==> src/rtl/ilir_pkg.sv <==
// ----------------------------------------------------------------------------
// ilir_pkg
// Shared types, codes and default sizes for the indexed list block.
// ----------------------------------------------------------------------------
package ilir_pkg;

   // Defaults for the top-level parameters
   localparam int DEPTH_DEFAULT      = 16;
   localparam int DATA_WIDTH_DEFAULT = 32;

   // Fixed field widths of the channels
   localparam int CMD_W    = 3;
   localparam int IDX_W    = 4;
   localparam int VALUE_W  = 32;
   localparam int COUNT_W  = 5;
   localparam int STATUS_W = 2;

   typedef enum logic [CMD_W-1:0] {
      CMD_READ   = 3'd0,
      CMD_WRITE  = 3'd1,
      CMD_APPEND = 3'd2,
      CMD_INSERT = 3'd3,
      CMD_REMOVE = 3'd4
   } cmd_type;

   typedef enum logic [STATUS_W-1:0] {
      STS_OK    = 2'd0,
      STS_RANGE = 2'd1,
      STS_FULL  = 2'd2
   } status_type;

   typedef enum logic [2:0] {
      S_IDLE,
      S_DECODE,
      S_LATCH,
      S_SHIFT_RD,
      S_SHIFT_WR,
      S_FINAL,
      S_REPLY
   } state_type;

   typedef enum logic {
      RD_AT_INDEX,
      RD_SHIFT
   } rd_sel_type;

   typedef enum logic [1:0] {
      WR_AT_INDEX,
      WR_AT_TAIL,
      WR_SHIFT
   } wr_sel_type;

   // Controller to datapath
   typedef struct packed {
      logic       capture;
      logic       decode;
      logic       mem_rd;
      rd_sel_type rd_sel;
      logic       mem_wr;
      wr_sel_type wr_sel;
      logic       ptr_load_tail;
      logic       ptr_load_index;
      logic       ptr_step;
      logic       data_latch;
      logic       count_inc;
      logic       count_dec;
      logic       rsp_load;
   } ctl_type;

   // Datapath to controller
   typedef struct packed {
      cmd_type    cmd;
      status_type status;
      logic       shift_more;
   } stat_type;

endpackage

==> src/rtl/ilir_if.sv <==
// ----------------------------------------------------------------------------
// ilir_req_if / ilir_rsp_if
// Valid/ready channels carrying list commands and their results.
// ----------------------------------------------------------------------------
interface ilir_req_if;
   logic                                valid;
   logic                                ready;
   logic        [ilir_pkg::CMD_W-1:0]   command;
   logic        [ilir_pkg::IDX_W-1:0]   index;
   logic signed [ilir_pkg::VALUE_W-1:0] value;

   modport source (output valid, output command, output index, output value, input ready);
   modport sink   (input valid, input command, input index, input value, output ready);
endinterface

interface ilir_rsp_if;
   logic                                 valid;
   logic                                 ready;
   logic signed [ilir_pkg::VALUE_W-1:0]  data_out;
   logic        [ilir_pkg::COUNT_W-1:0]  count;
   logic        [ilir_pkg::STATUS_W-1:0] status;

   modport source (output valid, output data_out, output count, output status, input ready);
   modport sink   (input valid, input data_out, input count, input status, output ready);
endinterface

==> src/rtl/ilir_datapath.sv <==
// ----------------------------------------------------------------------------
// ilir_datapath
// Entry memory, entry count, shift pointer and result registers.
// ----------------------------------------------------------------------------
module ilir_datapath #(
   parameter int DEPTH      = ilir_pkg::DEPTH_DEFAULT,
   parameter int DATA_WIDTH = ilir_pkg::DATA_WIDTH_DEFAULT
) (
   input  logic                                 clock,
   input  logic                                 reset,
   input  logic        [ilir_pkg::CMD_W-1:0]    req_command,
   input  logic        [ilir_pkg::IDX_W-1:0]    req_index,
   input  logic signed [ilir_pkg::VALUE_W-1:0]  req_value,
   input  ilir_pkg::ctl_type                    ctl,
   output ilir_pkg::stat_type                   stat,
   output logic signed [ilir_pkg::VALUE_W-1:0]  rsp_data_out,
   output logic        [ilir_pkg::COUNT_W-1:0]  rsp_count,
   output logic        [ilir_pkg::STATUS_W-1:0] rsp_status
);

   localparam int VW     = ilir_pkg::VALUE_W;
   localparam int IW     = ilir_pkg::IDX_W;
   localparam int CW     = ilir_pkg::COUNT_W;
   localparam int ADDR_W = $clog2(DEPTH);
   localparam int CNT_W  = $clog2(DEPTH + 1);
   localparam int CMP_W  = (CNT_W > IW) ? CNT_W : IW;
   localparam int EXT_W  = VW + DATA_WIDTH;
   localparam int CEXT_W = CNT_W + CW;

   logic [DATA_WIDTH-1:0] mem [DEPTH];

   ilir_pkg::cmd_type    cmd_ff;
   logic [IW-1:0]        idx_ff;
   logic [DATA_WIDTH-1:0] val_ff;
   logic [CNT_W-1:0]     count_ff;
   logic [CNT_W-1:0]     count_in;
   logic [CNT_W-1:0]     ptr_ff;
   logic [CNT_W-1:0]     ptr_in;
   logic [DATA_WIDTH-1:0] rdata_ff;
   logic [DATA_WIDTH-1:0] res_data_ff;
   ilir_pkg::status_type res_status_ff;
   logic signed [VW-1:0] rsp_data_ff;
   logic [CW-1:0]        rsp_count_ff;
   ilir_pkg::status_type rsp_status_ff;

   logic [CMP_W-1:0]     idx_wide;
   logic [CMP_W-1:0]     count_wide;
   logic [CMP_W-1:0]     ptr_wide;
   logic                 idx_ok;
   logic                 full;
   logic                 shift_up;
   logic [CNT_W-1:0]     ptr_dec;
   logic [CNT_W-1:0]     ptr_inc;
   logic [CNT_W-1:0]     ptr_next;
   logic [ADDR_W-1:0]    idx_addr;
   logic [ADDR_W-1:0]    rd_addr;
   logic [ADDR_W-1:0]    wr_addr;
   logic [DATA_WIDTH-1:0] wr_data;
   ilir_pkg::status_type status_now;
   logic signed [EXT_W-1:0] val_ext;
   logic signed [EXT_W-1:0] data_ext;
   logic [CEXT_W-1:0]    count_ext;

   assign idx_wide   = CMP_W'(idx_ff);
   assign count_wide = CMP_W'(count_ff);
   assign ptr_wide   = CMP_W'(ptr_ff);
   assign idx_ok     = idx_wide < count_wide;
   assign full       = count_ff == CNT_W'(DEPTH);
   assign shift_up   = cmd_ff == ilir_pkg::CMD_INSERT;
   assign ptr_dec    = ptr_ff - CNT_W'(1);
   assign ptr_inc    = ptr_ff + CNT_W'(1);
   assign ptr_next   = shift_up ? ptr_dec : ptr_inc;
   assign idx_addr   = idx_wide[ADDR_W-1:0];

   // Insert walks down to the index, remove walks up to the tail
   assign stat.cmd        = cmd_ff;
   assign stat.status     = status_now;
   assign stat.shift_more = shift_up ? (ptr_wide != idx_wide) : (ptr_inc != count_ff);

   always_comb begin
      status_now = ilir_pkg::STS_OK;
      case (cmd_ff)
         ilir_pkg::CMD_READ,
         ilir_pkg::CMD_WRITE,
         ilir_pkg::CMD_REMOVE: begin
            if (!idx_ok) status_now = ilir_pkg::STS_RANGE;
         end
         ilir_pkg::CMD_APPEND: begin
            if (full) status_now = ilir_pkg::STS_FULL;
         end
         ilir_pkg::CMD_INSERT: begin
            if (!idx_ok)   status_now = ilir_pkg::STS_RANGE;
            else if (full) status_now = ilir_pkg::STS_FULL;
         end
         default: status_now = ilir_pkg::STS_OK;
      endcase
   end

   always_comb begin
      case (ctl.rd_sel)
         ilir_pkg::RD_AT_INDEX: rd_addr = idx_addr;
         ilir_pkg::RD_SHIFT:    rd_addr = ptr_next[ADDR_W-1:0];
         default:               rd_addr = idx_addr;
      endcase
   end

   always_comb begin
      case (ctl.wr_sel)
         ilir_pkg::WR_AT_INDEX: begin
            wr_addr = idx_addr;
            wr_data = val_ff;
         end
         ilir_pkg::WR_AT_TAIL: begin
            wr_addr = count_ff[ADDR_W-1:0];
            wr_data = val_ff;
         end
         ilir_pkg::WR_SHIFT: begin
            wr_addr = ptr_ff[ADDR_W-1:0];
            wr_data = rdata_ff;
         end
         default: begin
            wr_addr = idx_addr;
            wr_data = val_ff;
         end
      endcase
   end

   always_comb begin
      ptr_in = ptr_ff;
      if (ctl.ptr_load_tail)       ptr_in = count_ff;
      else if (ctl.ptr_load_index) ptr_in = idx_wide[CNT_W-1:0];
      else if (ctl.ptr_step)       ptr_in = ptr_next;
   end

   always_comb begin
      count_in = count_ff;
      if (ctl.count_inc)      count_in = count_ff + CNT_W'(1);
      else if (ctl.count_dec) count_in = count_ff - CNT_W'(1);
   end

   // Sign-extend or truncate data between the channel and stored widths; zero-extend or truncate the count
   assign val_ext   = EXT_W'(req_value);
   assign data_ext  = EXT_W'($signed(res_data_ff));
   assign count_ext = CEXT_W'(count_ff);

   always_ff @(posedge clock) begin
      if (ctl.mem_wr) mem[wr_addr] <= wr_data;
      if (ctl.mem_rd) rdata_ff <= mem[rd_addr];
   end

   always_ff @(posedge clock) begin
      if (reset) begin
         count_ff <= '0;
      end else begin
         count_ff <= count_in;
      end
   end

   always_ff @(posedge clock) begin
      ptr_ff <= ptr_in;
      if (ctl.capture) begin
         cmd_ff      <= ilir_pkg::cmd_type'(req_command);
         idx_ff      <= req_index;
         val_ff      <= val_ext[DATA_WIDTH-1:0];
         res_data_ff <= '0;
      end else if (ctl.data_latch) begin
         res_data_ff <= rdata_ff;
      end
      if (ctl.decode) res_status_ff <= status_now;
      if (ctl.rsp_load) begin
         rsp_data_ff   <= data_ext[VW-1:0];
         rsp_count_ff  <= count_ext[CW-1:0];
         rsp_status_ff <= res_status_ff;
      end
   end

   assign rsp_data_out = rsp_data_ff;
   assign rsp_count    = rsp_count_ff;
   assign rsp_status   = rsp_status_ff;

endmodule

==> src/rtl/ilir_controller.sv <==
// ----------------------------------------------------------------------------
// ilir_controller
// Sequencer for one transaction at a time, plus the result handshake.
// ----------------------------------------------------------------------------
module ilir_controller (
   input  logic               clock,
   input  logic               reset,
   input  logic               req_valid,
   output logic               req_ready,
   output logic               rsp_valid,
   input  logic               rsp_ready,
   input  ilir_pkg::stat_type stat,
   output ilir_pkg::ctl_type  ctl
);

   ilir_pkg::state_type state_ff;
   ilir_pkg::state_type state_in;
   logic                rsp_valid_ff;
   logic                rsp_valid_in;

   always_ff @(posedge clock) begin
      if (reset) begin
         state_ff     <= ilir_pkg::S_IDLE;
         rsp_valid_ff <= 1'b0;
      end else begin
         state_ff     <= state_in;
         rsp_valid_ff <= rsp_valid_in;
      end
   end

   always_comb begin
      state_in     = state_ff;
      ctl          = '0;
      req_ready    = 1'b0;
      rsp_valid_in = rsp_valid_ff && !rsp_ready;
      case (state_ff)
         ilir_pkg::S_IDLE: begin
            req_ready = 1'b1;
            if (req_valid) begin
               ctl.capture = 1'b1;
               state_in    = ilir_pkg::S_DECODE;
            end
         end
         ilir_pkg::S_DECODE: begin
            ctl.decode = 1'b1;
            state_in   = ilir_pkg::S_REPLY;
            if (stat.status == ilir_pkg::STS_OK) begin
               case (stat.cmd)
                  ilir_pkg::CMD_READ: begin
                     ctl.mem_rd = 1'b1;
                     ctl.rd_sel = ilir_pkg::RD_AT_INDEX;
                     state_in   = ilir_pkg::S_LATCH;
                  end
                  ilir_pkg::CMD_WRITE: begin
                     ctl.mem_wr = 1'b1;
                     ctl.wr_sel = ilir_pkg::WR_AT_INDEX;
                  end
                  ilir_pkg::CMD_APPEND: begin
                     ctl.mem_wr    = 1'b1;
                     ctl.wr_sel    = ilir_pkg::WR_AT_TAIL;
                     ctl.count_inc = 1'b1;
                  end
                  ilir_pkg::CMD_INSERT: begin
                     ctl.ptr_load_tail = 1'b1;
                     state_in          = ilir_pkg::S_SHIFT_RD;
                  end
                  ilir_pkg::CMD_REMOVE: begin
                     ctl.mem_rd         = 1'b1;
                     ctl.rd_sel         = ilir_pkg::RD_AT_INDEX;
                     ctl.ptr_load_index = 1'b1;
                     state_in           = ilir_pkg::S_LATCH;
                  end
                  default: state_in = ilir_pkg::S_REPLY;
               endcase
            end
         end
         ilir_pkg::S_LATCH: begin
            ctl.data_latch = 1'b1;
            state_in = (stat.cmd == ilir_pkg::CMD_REMOVE) ? ilir_pkg::S_SHIFT_RD
                                                          : ilir_pkg::S_REPLY;
         end
         ilir_pkg::S_SHIFT_RD: begin
            if (stat.shift_more) begin
               ctl.mem_rd = 1'b1;
               ctl.rd_sel = ilir_pkg::RD_SHIFT;
               state_in   = ilir_pkg::S_SHIFT_WR;
            end else begin
               state_in = ilir_pkg::S_FINAL;
            end
         end
         ilir_pkg::S_SHIFT_WR: begin
            ctl.mem_wr   = 1'b1;
            ctl.wr_sel   = ilir_pkg::WR_SHIFT;
            ctl.ptr_step = 1'b1;
            state_in     = ilir_pkg::S_SHIFT_RD;
         end
         ilir_pkg::S_FINAL: begin
            if (stat.cmd == ilir_pkg::CMD_INSERT) begin
               ctl.mem_wr    = 1'b1;
               ctl.wr_sel    = ilir_pkg::WR_AT_INDEX;
               ctl.count_inc = 1'b1;
            end else begin
               ctl.count_dec = 1'b1;
            end
            state_in = ilir_pkg::S_REPLY;
         end
         ilir_pkg::S_REPLY: begin
            if (!rsp_valid_ff || rsp_ready) begin
               ctl.rsp_load = 1'b1;
               rsp_valid_in = 1'b1;
               state_in     = ilir_pkg::S_IDLE;
            end
         end
         default: state_in = ilir_pkg::S_IDLE;
      endcase
   end

   assign rsp_valid = rsp_valid_ff;

endmodule

==> src/rtl/indexed_list_insert_remove.sv <==
// ----------------------------------------------------------------------------
// indexed_list_insert_remove
// Fixed-capacity ordered list with read, write, append, insert and remove.
// ----------------------------------------------------------------------------
// The list holds up to DEPTH signed words in a single-port-per-direction
// memory (one write and one registered read a cycle) and takes one
// transaction at a time; every transaction returns exactly one result with
// the word read or removed, the entry count afterwards and a status. The
// cost of a transaction is set by the memory walk that moves the entries:
// write, append, an out-of-range index, a full list or an unused command
// go straight from decode to the result, read adds a latch step, insert
// walks down from the tail to the index and remove walks up to the tail,
// each moved entry taking a read and a write state. A stalled result adds
// the stall time. A new transaction is accepted while the previous
// result still waits on the result channel.
// ----------------------------------------------------------------------------
module indexed_list_insert_remove #(
   parameter int DEPTH      = ilir_pkg::DEPTH_DEFAULT,
   parameter int DATA_WIDTH = ilir_pkg::DATA_WIDTH_DEFAULT
) (
   input logic        clock,
   input logic        reset,
   ilir_req_if.sink   req_bus,
   ilir_rsp_if.source rsp_bus
);

   ilir_pkg::ctl_type  ctl;
   ilir_pkg::stat_type stat;

   // Sequence the transaction: decode, memory walk, result hand-off
   ilir_controller u_controller (
      .clock     (clock),
      .reset     (reset),
      .req_valid (req_bus.valid),
      .req_ready (req_bus.ready),
      .rsp_valid (rsp_bus.valid),
      .rsp_ready (rsp_bus.ready),
      .stat      (stat),
      .ctl       (ctl)
   );

   // Hold the entries, the count and the result payload
   ilir_datapath #(
      .DEPTH      (DEPTH),
      .DATA_WIDTH (DATA_WIDTH)
   ) u_datapath (
      .clock        (clock),
      .reset        (reset),
      .req_command  (req_bus.command),
      .req_index    (req_bus.index),
      .req_value    (req_bus.value),
      .ctl          (ctl),
      .stat         (stat),
      .rsp_data_out (rsp_bus.data_out),
      .rsp_count    (rsp_bus.count),
      .rsp_status   (rsp_bus.status)
   );

endmodule

==> src/flat_wrapper.sv <==
// flat-port wrapper written by rule: the top's interface ports become plain ports
module indexed_list_insert_remove_flat 
#(
   parameter int DEPTH      = ilir_pkg::DEPTH_DEFAULT,
   parameter int DATA_WIDTH = ilir_pkg::DATA_WIDTH_DEFAULT
)
  (clock, reset, req_bus_valid, req_bus_command, req_bus_index, req_bus_value, req_bus_ready, rsp_bus_valid, rsp_bus_data_out, rsp_bus_count, rsp_bus_status, rsp_bus_ready);
  ilir_req_if req_bus_i ();
  ilir_rsp_if rsp_bus_i ();
  input logic clock;
  input logic reset;
  input wire logic [$bits(req_bus_i.valid)-1:0] req_bus_valid;
  input wire logic [$bits(req_bus_i.command)-1:0] req_bus_command;
  input wire logic [$bits(req_bus_i.index)-1:0] req_bus_index;
  input wire logic [$bits(req_bus_i.value)-1:0] req_bus_value;
  output wire logic [$bits(req_bus_i.ready)-1:0] req_bus_ready;
  output wire logic [$bits(rsp_bus_i.valid)-1:0] rsp_bus_valid;
  output wire logic [$bits(rsp_bus_i.data_out)-1:0] rsp_bus_data_out;
  output wire logic [$bits(rsp_bus_i.count)-1:0] rsp_bus_count;
  output wire logic [$bits(rsp_bus_i.status)-1:0] rsp_bus_status;
  input wire logic [$bits(rsp_bus_i.ready)-1:0] rsp_bus_ready;
  assign req_bus_i.valid = req_bus_valid;
  assign req_bus_i.command = req_bus_command;
  assign req_bus_i.index = req_bus_index;
  assign req_bus_i.value = req_bus_value;
  assign req_bus_ready = req_bus_i.ready;
  assign rsp_bus_valid = rsp_bus_i.valid;
  assign rsp_bus_data_out = rsp_bus_i.data_out;
  assign rsp_bus_count = rsp_bus_i.count;
  assign rsp_bus_status = rsp_bus_i.status;
  assign rsp_bus_i.ready = rsp_bus_ready;
  indexed_list_insert_remove #(.DEPTH(DEPTH), .DATA_WIDTH(DATA_WIDTH)) u_core (.clock(clock), .reset(reset), .req_bus(req_bus_i), .rsp_bus(rsp_bus_i));
endmodule
==> config.mk <==
export PLATFORM = sky130hd
export DESIGN_NAME = indexed_list_insert_remove_flat
export DESIGN_NICKNAME = d
export VERILOG_FILES = /design/src/rtl/ilir_pkg.sv /design/src/rtl/ilir_if.sv /design/src/rtl/ilir_datapath.sv /design/src/rtl/ilir_controller.sv /design/src/rtl/indexed_list_insert_remove.sv /design/src/flat_wrapper.sv
export SDC_FILE = /design/constraint.sdc
export NUM_CORES = 1
export LEC_CHECK = 0
export ABC_AREA = 0
export BUFFER_PORTS_ARGS = -buffer_cell sky130_fd_sc_hd__buf_4
export CAP_MARGIN = 10
export CORE_MARGIN = 2
export CORE_UTILIZATION = 27
export CTS_BUF_LIST = sky130_fd_sc_hd__clkbuf_4
export DETAILED_ROUTE_END_ITERATION = 10
export GPL_TIMING_DRIVEN = 0
export SYNTH_ARGS = -nofsm -noshare
export SYNTH_HDL_FRONTEND = slang
export SYNTH_SLANG_ARGS = --single-unit
==> constraint.sdc <==
create_clock -name clock -period 6.2 [get_ports clock]
set_input_delay 0.93 -clock clock [delete_from_list [all_inputs] [get_ports clock]]
set_output_delay 0.93 -clock clock [all_outputs]
set_load 0.005 [all_outputs]
==> flow_summary.json <==
{
  "status": "finished clean",
  "yosys_register_bits": 670,
  "ctsHtreeMaxLevel": 4,
  "rows": 118,
  "cts_setup_buffers": 0,
  "cts.clk_slew.worst_paths_ns": 0.07,
  "io_pins": 84,
  "peakVddDrop_mv": 0.163,
  "ff2ff_path_depth": 15,
  "startpoint_type": "flop",
  "ys_warn_count": 0,
  "numCtsBuffers": 171,
  "arrival_ns": 6.64,
  "period_share_pct": 95.4,
  "placeableCoreArea_sq_um": 103000,
  "slew-limit-headroom_pct": 7.97,
  "r2r-start": "u_core.u_datapath.ptr_ff[0]$_DFFE_PP_",
  "grtUsageTotal_pct": 14.7,
  "synth_top_area_cell": "edfxtp_1",
  "leakagePower_nw": 11.3,
  "rsz0062_at_grt": "no",
  "end_kind": "flop",
  "drt-initial-drc-count": 1977,
  "grt_pass1_vias": 18600,
  "maxCapViolCount": 0,
  "r2r-end": "u_core.u_datapath.rdata_ff[27]$_DFFE_PP_",
  "min_path_type": "input pin to flop",
  "async_reset_ff_share_pct": 0,
  "port_buffers": 82,
  "die-area_sq_um": 106000,
  "seq_area_frac_synth_pct": 70.5,
  "finalMaxSlewViolations": 0,
  "critical_path_required_ns": 6.93,
  "reg2reg_slack_ns": 0.29,
  "synth_edf_count": 629,
  "hold_violations": 0,
  "finalCriticalPeriod_ns": 5.91,
  "clock_skew_ns": 0.0609,
  "whs_ns": 0.118,
  "p_per_area_nw_per_um2": 422,
  "cts_resized": 0,
  "routed-via-count": 18200,
  "wl_per_cell_um": 21.5,
  "min_from": "req_bus_value[30]",
  "setup_viol": 0,
  "gr-total-overflow": 0,
  "syn_inst": 1890,
  "cts.sinks": 670,
  "place_congestion": 0.864,
  "final_core_util_pct": 32.4,
  "fmax_mhz": 169,
  "synth-main-ff-cell": "edfxtp_1",
  "min_path_cells": 1,
  "grt_max_degree": 49,
  "tightest_slew_ns": 1.38,
  "cp_max_fo": 10,
  "viasPerCell": 4.92,
  "ant_nets": 0,
  "grt_antenna_before_repair": 4,
  "synth.distinct_cells": 59,
  "synthTopCellsByArea": "edfxtp_1, mux2i_1, dfxtp_1",
  "grt_pass1_wl_mm": 118,
  "drive_gt1_share_pct": 23.0,
  "clk_latency_ns": 1.00,
  "nets": 2240,
  "yosys.area.top_type_share_pct": 67.5,
  "wirelength_mm": 79.7,
  "route.detailed.drc": 0,
  "dpl.hpwl_mm": 54.5,
  "min_to": "u_core.u_datapath.val_ff[30]$_DFFE_PP_",
  "cts_tree": "yes",
  "clock_path_buffers": 3,
  "syn2layout_area_growth_pct": 19.4,
  "initial_core_util_pct": 27.1,
  "synth_fp_nets": 1944,
  "synth_area_sq_um": 28000,
  "chipWidth_um": 326,
  "die-height_um": 326,
  "drt_first_pass_iters": 9,
  "clockRootBuffer": "clkbuf_4",
  "synth_area_per_cell_sq_um": 14.8,
  "power_mw": 14.1,
  "path_class": "flop to flop"
}
==> registers in the layout, indices dropped and copies added, names as in the netlist, 4 cells and up <==
register / flops
u_core.u_datapath.rdata_ff: 32
u_core.u_datapath.rsp_data_out: 32
u_core.u_datapath.count_ff: 5
u_core.u_datapath.res_data_ff: 32
u_core.u_datapath.ptr_ff: 5
u_core.u_datapath.mem: 512
u_core.u_datapath.rsp_count: 5
u_core.u_datapath.val_ff: 32
u_core.u_datapath.idx_addr: 4
==> critical path, stage by stage (launching register included) <==
cell	delay [ns]
edfxtp_1	0.41
buf_2	0.20
inv_2	0.14
clkbuf_1	0.46
clkbuf_1	0.63
ha_1	0.42
xor2_1	0.17
nor3_1	0.22
nand4_1	0.46
buf_2	0.39
nand4_1	0.10
o21ai_1	0.08
nand2_1	0.25
buf_1	1.04
o22ai_1	0.20
a2111o_1	0.43
==> where the power goes <==
part	switching, mW	total (mW)	internal, mW	leakage, nW
combinational	2.86	4.19	1.33	3.99
sequential	0.182	6.11	5.92	6.03
clock	1.78	3.78	2.00	1.31
total	4.83	14.1	9.25	11.3
==> stage by stage <==
stage / instances / instance area [sq um] / TNS [ns] / setup slack [ns]
final: 3703 / 33400 / 0 / 0.288
after global routing: 3703 / 33400 / 0 / 0.197
after CTS: 3700 / 33400 / 0 / 0.508
after detailed placement: 3390 / 31100 / 0 / 0.521
after global placement: 3352 / 30300 / -1599.83 / -3.76
after floorplan: 1890 / 28000 / 0 / 0.454
==> cell usage after synthesis, drive strengths merged (3+ instances only) <==
master / number
ha: 10
mux2: 64
o22ai: 37
mux2i: 163
nor2: 53
o22a: 32
a22oi: 6
inv: 12
xor2: 3
a311oi: 64
buf: 67
edfxtp: 629
o31ai: 3
nand2b: 75
a21o: 3
nand2: 219
o221ai: 34
nor4: 4
a21oi: 109
nand3b: 3
o21ai: 9
a2111o: 33
dfxtp: 41
nor2b: 6
nand3: 6
nor3: 6
xnor2: 16
clkbuf: 72
a211oi: 83
nand4: 4
==> cells by family after synthesis <==
logic type               synth area share, %
flip-flops                              70.5
AO/OA/AOI/OAI                           11.5
AND/OR/NAND/NOR                         6.17
multiplexers                            8.41
buffers and inverters                   2.37
XOR/XNOR                               0.595
adder cells (fa/ha/maj)                0.519
==> layout by cell type, fill, tap and decap left out, types with 64 or more instances in the layout <==
| master | netlist | final |
|---|---|---|
| nand2_1 | 218 | 217 |
| mux2i_1 | 163 | 163 |
| edfxtp_1 | 629 | 629 |
| a311oi_1 | 64 | 64 |
| clkbuf_4 | 0 | 261 |
| buf_4 | 1 | 83 |
| a211oi_1 | 83 | 67 |
| clkbuf_1 | 72 | 71 |
| nand2b_1 | 75 | 75 |
| a21oi_1 | 107 | 107 |
==> metal layers <==
metal / up-vias / global-route usage [%] / wire length (um)
met5: - / 0 / 10
met4: 2 / 5.41 / 2200
met3: 183 / 3.70 / 6080
met2: 892 / 24.5 / 39000
met1: 9046 / 18.5 / 32500
li1: 8105 / - / -
==> area by class of cell <==
cell class | instances | area, sq um
clock buffers | 260 | 1950
fillers | 10200 | 69700
diodes | 3 | 7.51
well taps | 1380 | 1730
inverters | 12 | 45.0
repair buffers | 123 | 1250
flip-flops and latches | 670 | 19700
plain buffers | 139 | 622
clock inverters | 47 | 262
multi-input cells | 1069 | 7800
==> how the worst max path moves through the flow <==
stage                                                     to                                       start  slack, ns  depth (start not counted)
floorplan              u_core.u_datapath.mem[0][0]$_DFFE_PP_  u_core.u_datapath.count_ff[1]$_SDFFE_PP0P_       0.45                         15
global placement      u_core.u_datapath.mem[0][19]$_DFFE_PP_     u_core.u_datapath.idx_addr[0]$_DFFE_PP_      -3.76                         15
detailed placement  u_core.u_datapath.rdata_ff[27]$_DFFE_PP_       u_core.u_datapath.ptr_ff[0]$_DFFE_PP_       0.52                         15
CTS                 u_core.u_datapath.rdata_ff[27]$_DFFE_PP_       u_core.u_datapath.ptr_ff[0]$_DFFE_PP_       0.51                         15
global route          u_core.u_datapath.mem[6][27]$_DFFE_PP_     u_core.u_datapath.idx_addr[0]$_DFFE_PP_       0.20                         16
finish              u_core.u_datapath.rdata_ff[27]$_DFFE_PP_       u_core.u_datapath.ptr_ff[0]$_DFFE_PP_       0.29                         15
==> timing repair <==
| item | 4_1_cts | 5_1_grt |
|---|---|---|
| hold buffers | 3 | 0 |
| endpoints found under the setup margin | 0 | 0 |
| hold endpoints to repair | 3 | 0 |
Power figures use the tool's default switching activity.
